<file path="src/hdl/rmj_pkg.sv">
// rmj_pkg: constants, shared widths and the output saturation function
// for the radar measurement Jacobian pipeline.
// No dependencies.
package rmj_pkg;

    // Quotient bits kept by each divider (enough to detect 32-bit overflow)
    localparam int QUO_W = 33;

    // One root bit per square root stage, 64-bit radicand
    localparam int SQRT_STAGES = 32;

    localparam logic [62:0] MIN_RANGE_SQ_RESET = 63'd43;

    // Flag and sign bits that travel beside the dividers
    typedef struct packed {
        logic calc;
        logic sx;
        logic sy;
        logic ssp;
    } sign_t;

    // Saturate a sign-magnitude quotient to a 32-bit two's complement entry
    function automatic logic [31:0] sat32(input logic neg, input logic ovf,
                                          input logic [QUO_W-1:0] q);
        logic [QUO_W-1:0] lim;
        logic [31:0]      mag;
        lim = neg ? QUO_W'(32'h8000_0000) : QUO_W'(32'h7FFF_FFFF);
        mag = (ovf || (q > lim)) ? lim[31:0] : q[31:0];
        return neg ? (~mag + 32'd1) : mag;
    endfunction

endpackage

</file>
<file path="src/hdl/rmj_sqrt.sv">
// rmj_sqrt: pipelined integer square root of a 64-bit value, one root bit
// per stage. Depends on rmj_pkg.
module rmj_sqrt (
    input  logic        aclk,
    input  logic        en,
    input  logic [63:0] rad,
    output logic [31:0] root
);

    localparam int N = rmj_pkg::SQRT_STAGES;

    logic [33:0] rem_reg  [N];
    logic [31:0] root_reg [N];
    logic [63:0] rad_reg  [N];

    for (genvar j = 0; j < N; j++) begin : g_stage
        logic [33:0] rem_in;
        logic [31:0] root_in;
        logic [63:0] rad_in;
        logic [35:0] cand;
        logic [35:0] trial;
        logic        fits;

        if (j == 0) begin : g_first
            assign rem_in  = '0;
            assign root_in = '0;
            assign rad_in  = rad;
        end else begin : g_next
            assign rem_in  = rem_reg[j-1];
            assign root_in = root_reg[j-1];
            assign rad_in  = rad_reg[j-1];
        end

        // Bring down two radicand bits, try root*4+1
        assign cand  = {rem_in, rad_in[63:62]};
        assign trial = {2'b00, root_in, 2'b01};
        assign fits  = (cand >= trial);

        always_ff @(posedge aclk) begin
            if (en) begin
                rem_reg[j]  <= fits ? 34'(cand - trial) : cand[33:0];
                root_reg[j] <= {root_in[30:0], fits};
                rad_reg[j]  <= {rad_in[61:0], 2'b00};
            end
        end
    end

    assign root = root_reg[N-1];

endmodule

</file>
<file path="config.mk">
export PLATFORM = sky130hd
export DESIGN_NAME = rmj_sqrt
export DESIGN_NICKNAME = d
export VERILOG_FILES = /design/src/hdl/rmj_pkg.sv /design/src/hdl/rmj_sqrt.sv
export SDC_FILE = /design/constraint.sdc
export NUM_CORES = 2
export LEC_CHECK = 0
export BUFFER_PORTS_ARGS = -buffer_cell sky130_fd_sc_hd__buf_4
export CORE_MARGIN = 10
export CORE_UTILIZATION = 30
export CTS_CLUSTER_DIAMETER = 50
export DETAILED_ROUTE_END_ITERATION = 8
export HOLD_SLACK_MARGIN = 0.1
export PLACE_DENSITY_LB_ADDON = 0.1
export SYNTH_ARGS = -nofsm -noshare
export SYNTH_HDL_FRONTEND = slang
export SYNTH_MEMORY_MAX_BITS = 65536
export SYNTH_SLANG_ARGS = --single-unit
</file>
<file path="constraint.sdc">
create_clock -name aclk -period 4.02 [get_ports aclk]
set_input_delay 0.201 -clock aclk [delete_from_list [all_inputs] [get_ports aclk]]
set_output_delay 0.201 -clock aclk [all_outputs]
set_load 0.005 [all_outputs]
</file>
==> flow_summary.json <==
{
  "whs_ns": 0.395,
  "cpLargestDelayFamily": "compound AO/OA/AOI/OAI gates",
  "die_w_um": 643,
  "outcome": "complete, no violations",
  "hold_start": "rad_reg[3][10]$_DFFE_PP_",
  "path_cells": "ha_1, nor2b_1, o31a_1, or3_1, a21oi_1, o211ai_1, a221o_1, a21o_1, a21oi_4, buf_12, mux2_2",
  "slew_headroom": 0.324,
  "fin_crit_sh": 0.955,
  "critPathLaunch": "rem_reg[29][0]$_DFFE_PP_",
  "max-vdd-ir-drop_v": 0.000435,
  "layout_commonest_cell": "edfxtp_1",
  "syn2layout_area_growth_pct": 19.2,
  "met3_usage": 0.0181,
  "wire_per_inst_um": 17.1,
  "htreeDepth": 5,
  "gr-usage-all-layers": 0.121,
  "path_class": "flop to flop",
  "nFillCells": 37400,
  "drive_gt1_frac": 0.104,
  "synth.distinct_cells": 86,
  "max_freq_mhz": 260,
  "async_flop_share": 0,
  "crit_slowest_cell": "edfxtp_1",
  "post-cts-setup-buffers": 0,
  "start_util": 0.302,
  "critPathBufInv": 1,
  "p_total_uw": 83500,
  "synth_flop_cell": "edfxtp_1",
  "clock_sinks": 2523,
  "rows": 228,
  "synth_edf_count": 2523,
  "dr.pass1.iters": 5,
  "yosys_warnings": 0,
  "clk_pin_slew_worst_paths_ns": 0.06,
  "grt_overflow": 0,
  "tns_ns": 0,
  "reg2reg_slack_ns": 0.18,
  "syn_area_mm2": 0.117,
  "fin_util": 0.359,
  "largest_reg_flops": 1003,
  "cp.arrival_ns": 4.49,
  "avgSynthCellArea_um2": 13.0,
  "cp_max_fo": 30,
  "viasPerCell": 4.66,
  "drt_iter0_drc": 4416,
  "clk_latency_ns": 0.93,
  "worst_path_largest_cell_delay_ns": 0.40,
  "finalWirelength_um": 258000,
  "ys_seq_elements": 2523,
  "synth_nets": 9586,
  "p_leak_uw": 0.0527,
  "yosysSeqAreaShare": 0.650,
  "end_kind": "flop",
  "use_met1": 0.154,
  "slew_violations": 0,
  "ant_nets": 0,
  "die_area_mm2": 0.414,
  "cap_violations": 0,
  "fp.dieH_um": 643,
  "grt_use_met2": 0.209,
  "port_buffers": 97,
  "hold_path.class": "flop to flop",
  "antenna_found_initial": 2,
  "dp_hpwl_um": 185000,
  "grt_max_degree": 136,
  "tightestPinTransition_ns": 0.988,
  "vias": 70200,
  "coreArea_mm2": 0.387,
  "grt_pass1_wl_um": 407000,
  "cp.required_ns": 4.67,
  "power.density_mw_per_mm2": 601,
  "gp_congestion": 0.835,
  "route.detailed.drc": 0,
  "setup_violations": 0,
  "ioPinCount": 98,
  "r2r_start": "rem_reg[29][0]$_DFFE_PP_",
  "cts_root_buf": "clkbuf_16",
  "cts_tree": "yes",
  "cts_buffers": 384,
  "grt_pass1_vias": 70700,
  "grt_setup_unrepaired": "no",
  "netlist_instances": 8958,
  "top_usage_layer": "met2",
  "most-common-layout-cells": "edfxtp_1, inv_1, nand2_1",
  "fin_nets": 10200,
  "fin_skew_ns": 0.0407,
  "cts_buffer_depth": 4,
  "cp-start-kind": "flop",
  "final_hold_viol_count": 0,
  "post-route-min-period_ns": 3.84
}
-- synthesized netlist by cell type (all sizes together) (20+ instances only) --
| master | instances | area, um^2 |
|---|---|---|
| a211oi | 27 | 203 |
| a21o | 233 | 1750 |
| a21oi | 592 | 2970 |
| a31oi | 50 | 313 |
| and2 | 27 | 169 |
| and3 | 40 | 250 |
| and4 | 20 | 178 |
| buf | 24 | 126 |
| clkbuf | 142 | 533 |
| edfxtp | 2523 | 75800 |
| ha | 562 | 7030 |
| inv | 701 | 2630 |
| mux2 | 69 | 777 |
| nand2 | 622 | 2330 |
| nand2b | 109 | 689 |
| nand3 | 142 | 711 |
| nand4 | 97 | 607 |
| nor2 | 574 | 2160 |
| nor2b | 88 | 551 |
| nor3 | 210 | 1050 |
| nor4 | 108 | 682 |
| o211ai | 33 | 248 |
| o21a | 96 | 721 |
| o21ai | 448 | 2240 |
| o21bai | 41 | 308 |
| o31ai | 57 | 428 |
| or2 | 37 | 231 |
| or3 | 107 | 686 |
| or4 | 59 | 450 |
| xnor2 | 420 | 3680 |
| xor2 | 428 | 3750 |
-- where the power goes --
group	total, uW	switching [uW]	internal (uW)
Sequential	35500	2230	33300
Combinational	15000	8590	6420
Clock	32900	12600	20300
-- worst reg2reg max path, cell delays in order (launching register included) --
cell and delay, ns:
edfxtp_1 0.40, ha_1 0.36, nor2b_1 0.16, o31a_1 0.27, or3_1 0.37, a21oi_1 0.40
o211ai_1 0.29, a221o_1 0.36, a21o_1 0.24, a21oi_4 0.18, buf_12 0.19, mux2_2 0.37
-- cells by family (layout without fill, tap and decap cells) --
family	after synthesis	after routing	share of synthesized area
xor+xnor	848	848	0.0637
fa+ha+maj	562	562	0.0603
other cells	1	3	0.0000322
compound gates	1762	1762	0.0928
mux	85	85	0.00804
buf+inv	870	1811	0.0283
flops	2523	2523	0.650
simple gates	2307	2307	0.0971
-- repair_timing --
| item | CTS | global route |
|---|---|---|
| hold endpoints to repair | 209 | 0 |
| endpoints found under the setup margin | 0 | 20 |
| resized for setup | 0 | 10 |
| hold buffers | 130 | 0 |
-- final timing paths --
path	end	depth (start not counted)
setup / recovery	rem_reg[30][4]$_DFFE_PP_	11
hold / removal	rad_reg[4][12]$_DFFE_PP_	0
setup reg to reg	rem_reg[30][4]$_DFFE_PP_	11
hold reg to reg	rad_reg[4][12]$_DFFE_PP_	0
-- per-layer routing --
| metal | part of all wire | vias up |
|---|---|---|
| met5 | 0 | - |
| met4 | 0.035 | 0 |
| met3 | 0.039 | 545 |
| met2 | 0.49 | 1283 |
| met1 | 0.44 | 33900 |
| li1 | - | 34500 |
-- cell type report --
| class | count | area (um^2) | area share |
|---|---|---|---|
| sequential | 2523 | 75800 | 0.545 |
| multi-input combinational | 5565 | 37600 | 0.271 |
| clock buffer | 438 | 9940 | 0.0715 |
| tap | 5175 | 6470 | 0.0466 |
| timing repair buffer | 399 | 3670 | 0.0264 |
| clock inverter | 270 | 2820 | 0.0203 |
| inverter | 704 | 2640 | 0.0190 |
| antenna | 2 | 5.00 | 0.0000360 |
-- stage by stage --
step                      std cells  instance area (um^2)  setup slack (ns)
after floorplan                8958                117000             0.387
after global placement        14200                125000             0.104
after detailed placement      14200                125000             0.130
after CTS                     15100                139000            0.0832
after global routing          15100                139000            0.0140
final                         15100                139000             0.181
Power figures use the tool's default switching activity.
