File: src/hdl/rmj_delay.sv
// rmj_delay: stallable shift line that carries side data beside a pipeline.
// Depends on nothing.
module rmj_delay #(
    parameter int W = 8,
    parameter int N = 4
) (
    input  logic         aclk,
    input  logic         en,
    input  logic [W-1:0] din,
    output logic [W-1:0] dout
);

    logic [W-1:0] tap_reg [N];

    // Shift one place per advancing cycle
    always_ff @(posedge aclk) begin
        if (en) begin
            tap_reg[0] <= din;
            for (int i = 1; i < N; i++) begin
                tap_reg[i] <= tap_reg[i-1];
            end
        end
    end

    assign dout = tap_reg[N-1];

endmodule

File: config.mk
export PLATFORM = sky130hd
export DESIGN_NAME = rmj_delay
export DESIGN_NICKNAME = d
export VERILOG_FILES = /design/src/hdl/rmj_delay.sv
export SDC_FILE = /design/constraint.sdc
export NUM_CORES = 1
export LEC_CHECK = 0
export ABC_CLOCK_PERIOD_IN_PS = 900
export BUFFER_PORTS_ARGS = -buffer_cell sky130_fd_sc_hd__buf_2
export CORE_AREA = 2 2 53 55
export CTS_BUF_LIST = sky130_fd_sc_hd__clkbuf_8
export DETAILED_ROUTE_END_ITERATION = 8
export DIE_AREA = 0 0 55 57
export PLACE_DENSITY = 0.59
export SLEW_MARGIN = 20
export SYNTH_ARGS = -nofsm -noshare
export SYNTH_HDL_FRONTEND = slang
export SYNTH_SLANG_ARGS = --single-unit
File: constraint.sdc
create_clock -name aclk -period 0.9 [get_ports aclk]
set_input_delay 0.135 -clock aclk [delete_from_list [all_inputs] [get_ports aclk]]
set_output_delay 0.135 -clock aclk [all_outputs]
set_load 0.1 [all_outputs]
==> impl_metrics.py, run 1 <==
metrics = {
    "sta": {
        "relSlewSlack": 0.892,
        "period_minus_slack_ps": 1010,
        "grt_setup_unrepaired": "true",
        "max_freq_mhz": 990,
        "hold_viol": 0,
        "final_max_slew_viol_count": 0,
        "period_share": 1.12,
        "final.setup.worst_slack_ps": -110,
        "setup_violations": 8,
        "tightest_slew_ps": 162,
        "finalClockSkew_ps": 2.39,
    },
    "logic_synthesis": {
        "synth_area_um2": 961,
        "synth_warnings": 0,
        "yosysTopAreaCellShare": 1.00,
        "synth-seq-cells": 32,
        "yosys-top-cells-area": "edfxtp_1 (100%)",
        "synth_cell_types": 1,
        "yosys.area.top_type": "edfxtp_1",
        "synth.net_count": 42,
        "synthesis.instances": 32,
        "ys_seq_area_frac": 1.00,
        "post_synth.cell_area_avg_um2": 30.0,
    },
    "floorplan": {
        "rows": 19,
        "core_area_um2": 2620,
        "floorplan.io_pins": 18,
        "initial_core_util": 0.367,
        "chipHeight_um": 57,
        "die_w_um": 55,
        "dieArea_um2": 3140,
    },
    "global_routing": {
        "grt_util_met2": 0.107,
        "grt_overflow_total": 0,
        "grt_pass1_vias": 360,
        "busiest_layer": "met2",
        "met3_usage": 0.0707,
        "track_usage": 0.0802,
        "antenna_found_initial": 0,
        "grt_pass1_wl_um": 1510,
        "gr-usage-met1": 0.0695,
        "grt_max_degree": 33,
    },
    "status": {
        "failed_checks": "negative setup slack",
        "status": "finished, violations left",
    },
    "place": {
        "place.gp.congestion": 0.558,
        "placed_area_um2": 1220,
        "portBuffers": 17,
        "pre_cts_slack_ps": 148,
    },
    "clock_network": {
        "clk_transition_reported_paths_ps": 60,
        "clock-sinks": 32,
        "cts_tree": "yes",
        "cts_buffers": 5,
        "ctsResizeCount": 0,
        "clk_latency_ps": 270,
        "root_buffer": "clkbuf_8",
        "holdBufCountCts": 0,
        "clock_path_buffers": 2,
        "h-tree-depth": 2,
    },
    "layout": {
        "final_nets": 67,
        "num_antenna_cells": 0,
        "fin_area_um2": 1310,
        "syn2layout_area_growth_pct": 35.8,
        "multi_input_cells": 0,
        "largest_reg_flops": 32,
        "drive_gt1_frac": 0.397,
        "multi_input_area_um2": 0,
    },
    "worst_setup_path": {
        "crit_family": "flip-flops",
        "ff2ff_setup_slack_ps": 270,
        "crit_chain": "buf_12",
        "cp.required_ps": 760,
        "cp.arrival_ps": 880,
        "critPathMaxStageDelay_ps": 410,
        "startpoint_type": "flip-flop",
        "end_kind": "output port",
        "crit_type": "reg2out",
        "cp_slowest_cell": "edfxtp_1",
        "critPathMaxFanout": 1,
        "crit_buf_inv": 1,
    },
    "power_and_ir_drop": {
        "p_seq_frac": 0.591,
        "cell_internal_pwr_w": 0.00237,
        "ir_drop_v": 0.00149,
        "clkPwrFrac": 0.316,
        "switching_power_w": 0.000660,
        "combPwrFrac": 0.093,
        "swShare": 0.218,
        "p_leak_nw": 0.481,
        "power.density_nw_per_um2": 2320,
    },
    "route": {
        "wl_per_cell_um": 10.5,
        "antenna_left": 0,
        "drtIter0Drc": 8,
        "drc": 0,
        "vias_per_cell": 4.17,
        "drt_pass1_iterations": 2,
        "dr_total_vias": 371,
        "routed_wl_um": 936,
    },
    "job": {
        "cap_viol_max_count": 0,
    },
    "hold_path": {
        "hold_path_class": "in2reg",
    },
}
## power by group through the flow
stage / registers, W / clock network, W / logic, W
6_report: 0.00179 / 0.000957 / 0.000281
5_1_grt: 0.00180 / 0.00108 / 0.000293
4_1_cts: 0.00179 / 0.00101 / 0.000284
3_5_place_dp: 0.00182 / 0 / 0.000284
3_3_place_gp: 0.00181 / 0 / 0.000282
2_1_floorplan: 0.00195 / 0 / 0
## cell type report
class	count	area, µm²
clock buffers	5	68.8
flip-flops and latches	32	961
clock inverters	3	11.3
fillers	219	1310
repair buffers	18	225
well taps	31	38.8
## layer usage
metal,vias to the layer above,wire (µm)
li1,178,-
met2,20,460
met5,-,0
met3,6,110
met1,167,325
met4,0,39
## metrics by stage
| step | total power [W] | instances | TNS, ps | hold WS (ps) | util |
|---|---|---|---|---|---|
| 6_report | 0.00303 | 89 | -833 | 33.1 | 0.499 |
| 5_1_grt | 0.00317 | 89 | -1100 | 17.0 | 0.499 |
| 4_1_cts | 0.00308 | 89 | -980 | 19.1 | 0.499 |
| 3_5_place_dp | 0.00211 | 81 | 0 | 313 | 0.468 |
| 3_3_place_gp | 0.00210 | 81 | 0 | 312 | 0.468 |
| 2_1_floorplan | 0.00195 | 32 | -1110 | 234 | - |
## timing repair
action / CTS / global route
endpoints found under the setup margin: 8 / 8
buffers inserted: 0 / 0
gates cloned: 0 / 0
## cell families (layout without fill, tap and decap cells)
family | Yosys count | after routing | share of synthesized area
buf+inv | 0 | 26 | 0
flops | 32 | 32 | 1.00
## final timing paths
kind / startpoint / to / depth (start not counted)
worst min-delay path: din[1] / tap_reg[0][1] / 1
worst max register to register: tap_reg[1][2] / tap_reg[2][2] / 0
worst min register to register: tap_reg[0][4] / tap_reg[1][4] / 0
worst max-delay path: tap_reg[3][0] / dout[0] / 1
## cell usage after synthesis, drive strengths merged
library cell / count
edfxtp: 32
## cells in the final DEF, fill, tap and decap left out, drive strengths merged
master / netlist / final
clkbuf: 0 / 5
inv: 0 / 2
edfxtp: 32 / 32
buf: 0 / 18
clkinv: 0 / 1
Power figures use the tool's default switching activity.
==> run 2: changes to the inputs <==
- ABC_CLOCK_PERIOD_IN_PS: 900 -> 800
- CAP_MARGIN: default -> 30
- PLACE_DENSITY: 0.59 -> 0.61
- clock period: 0.9 -> 0.8 ns (I/O delays scaled with it)
==> run 2 against run 1 <==
Effect of this change: largest power group unchanged; combinational power is 14% higher; worst setup slack worse by 83 ps; routed wire length is 3.1% higher; critical path type unchanged; clock-buffer cell count stayed put; the run still ends with negative setup slack left; critical path depth stayed put.
==> impl_metrics.py, run 2 (synthesis results as in run 1) <==
metrics = {
    "layout": {
        "final_nets": 68,
        "final.fill_count": 227,
        "multi_input_cells": 0,
        "mostFrequentLayoutCells": "edfxtp_1 (32), buf_2 (9), buf_12 (9)",
        "multi_input_area_um2": 0,
        "fin_util": 0.500,
        "num_antenna_cells": 0,
        "seq_area_um2": 961,
        "stdcell_count": 89,
        "fin_area_um2": 1310,
        "final_common_cell": "edfxtp_1",
        "syn2layout_area_growth_pct": 36.2,
        "largest_reg_flops": 32,
        "drive_gt1_frac": 0.414,
    },
    "global_routing": {
        "track_usage": 0.0836,
        "grt_overflow_total": 0,
        "antenna_found_initial": 0,
        "grt_pass1_vias": 359,
        "grt_max_degree": 27,
        "grt_pass1_wl_um": 1550,
    },
    "worst_setup_path": {
        "crit_buf_inv": 1,
        "startpoint_type": "flip-flop",
        "cp.required_ps": 680,
        "crit_chain": "buf_12",
        "crit_type": "reg2out",
        "cp_slowest_cell": "edfxtp_1",
        "cp.arrival_ps": 870,
        "critPathMaxStageDelay_ps": 410,
        "end_kind": "output port",
        "critPathMaxFanout": 1,
        "crit_family": "flip-flops",
    },
    "sta": {
        "grt_setup_unrepaired": "true",
        "finalClockSkew_ps": 3.57,
        "period_share": 1.24,
        "max_freq_mhz": 1010,
        "setup_violations": 8,
        "relSlewSlack": 0.908,
        "fin_hold_ws_ps": 21.9,
        "tightest_slew_ps": 138,
        "final.setup.worst_slack_ps": -193,
        "period_minus_slack_ps": 993,
        "final_max_slew_viol_count": 0,
        "hold_viol": 0,
    },
    "floorplan": {
        "floorplan.io_pins": 18,
        "dieArea_um2": 3140,
        "initial_core_util": 0.367,
        "core_area_um2": 2620,
        "die_w_um": 55,
        "rows": 19,
        "chipHeight_um": 57,
    },
    "clock_network": {
        "post-cts-setup-buffers": 0,
        "clk_latency_ps": 270,
        "cts_tree": "yes",
        "clk_transition_reported_paths_ps": 60,
        "clock-sinks": 32,
        "cts_buffers": 5,
        "clock_path_buffers": 2,
        "root_buffer": "clkbuf_8",
        "ctsResizeCount": 0,
        "h-tree-depth": 2,
    },
    "route": {
        "antenna_left": 0,
        "dr_total_vias": 370,
        "wl_per_cell_um": 10.8,
        "drt_pass1_iterations": 3,
        "drc": 0,
        "routed_wl_um": 965,
        "vias_per_cell": 4.16,
        "drtIter0Drc": 5,
    },
    "power_and_ir_drop": {
        "p_leak_nw": 0.477,
        "ir_drop_v": 0.00167,
        "power.density_nw_per_um2": 2600,
    },
    "status": {
        "status": "finished, violations left",
        "failed_checks": "negative setup slack",
    },
    "hold_path": {
        "hold_path_class": "in2reg",
    },
    "place": {
        "place.gp.congestion": 0.584,
        "placed_area_um2": 1230,
        "pre_cts_slack_ps": 75.4,
        "place_inst": 82,
        "portBuffers": 17,
    },
    "job": {
        "cap_viol_max_count": 0,
    },
}
==> run 2: final cells by class <==
| type | instances | share of cell area |
|---|---|---|
| Tap cell | 31 | 0.0296 |
| Clock inverter | 2 | 0.00574 |
| Sequential cell | 32 | 0.734 |
| Timing Repair Buffer | 19 | 0.178 |
| Clock buffer | 5 | 0.0526 |
==> run 2: metal layers <==
| metal | up-vias | GRT usage | part of all wire |
|---|---|---|---|
| met5 | - | 0 | 0 |
| met4 | 0 | 0.0732 | 0.027 |
| met3 | 4 | 0.0785 | 0.10 |
| met2 | 19 | 0.107 | 0.47 |
| met1 | 169 | 0.0754 | 0.40 |
| li1 | 178 | - | - |
==> run 2: per-stage QoR <==
step / total power [W] / setup TNS (ps)
final: 0.00340 / -1510
after global routing: 0.00356 / -1770
after CTS: 0.00344 / -1610
after detailed placement: 0.00237 / 0
after global placement: 0.00236 / 0
after floorplan: 0.00220 / -1790
==> run 2: path summary, 6_finish.rpt <==
path / start / slack, ps / endpoint / cells past startpoint
setup / recovery: tap_reg[3][0] / -190 / dout[0] / 1
hold / removal: din[1] / 20 / tap_reg[0][1] / 1
setup reg to reg: tap_reg[2][6] / 170 / tap_reg[3][6] / 0
hold reg to reg: tap_reg[0][7] / 420 / tap_reg[1][7] / 0
==> run 2: power by group <==
part           leakage, nW  switching [W]  internal, W
logic                0.125       0.000209     0.000112
clock network       0.0391       0.000493     0.000571
registers            0.313      0.0000367      0.00198
total                0.477       0.000738      0.00266
==> run 2: repair_timing <==
item | CTS | global route
endpoints found under the hold margin | 0 | 0
gates cloned | 0 | 0
hold buffers | 0 | 0
setup endpoints to repair | 8 | 8
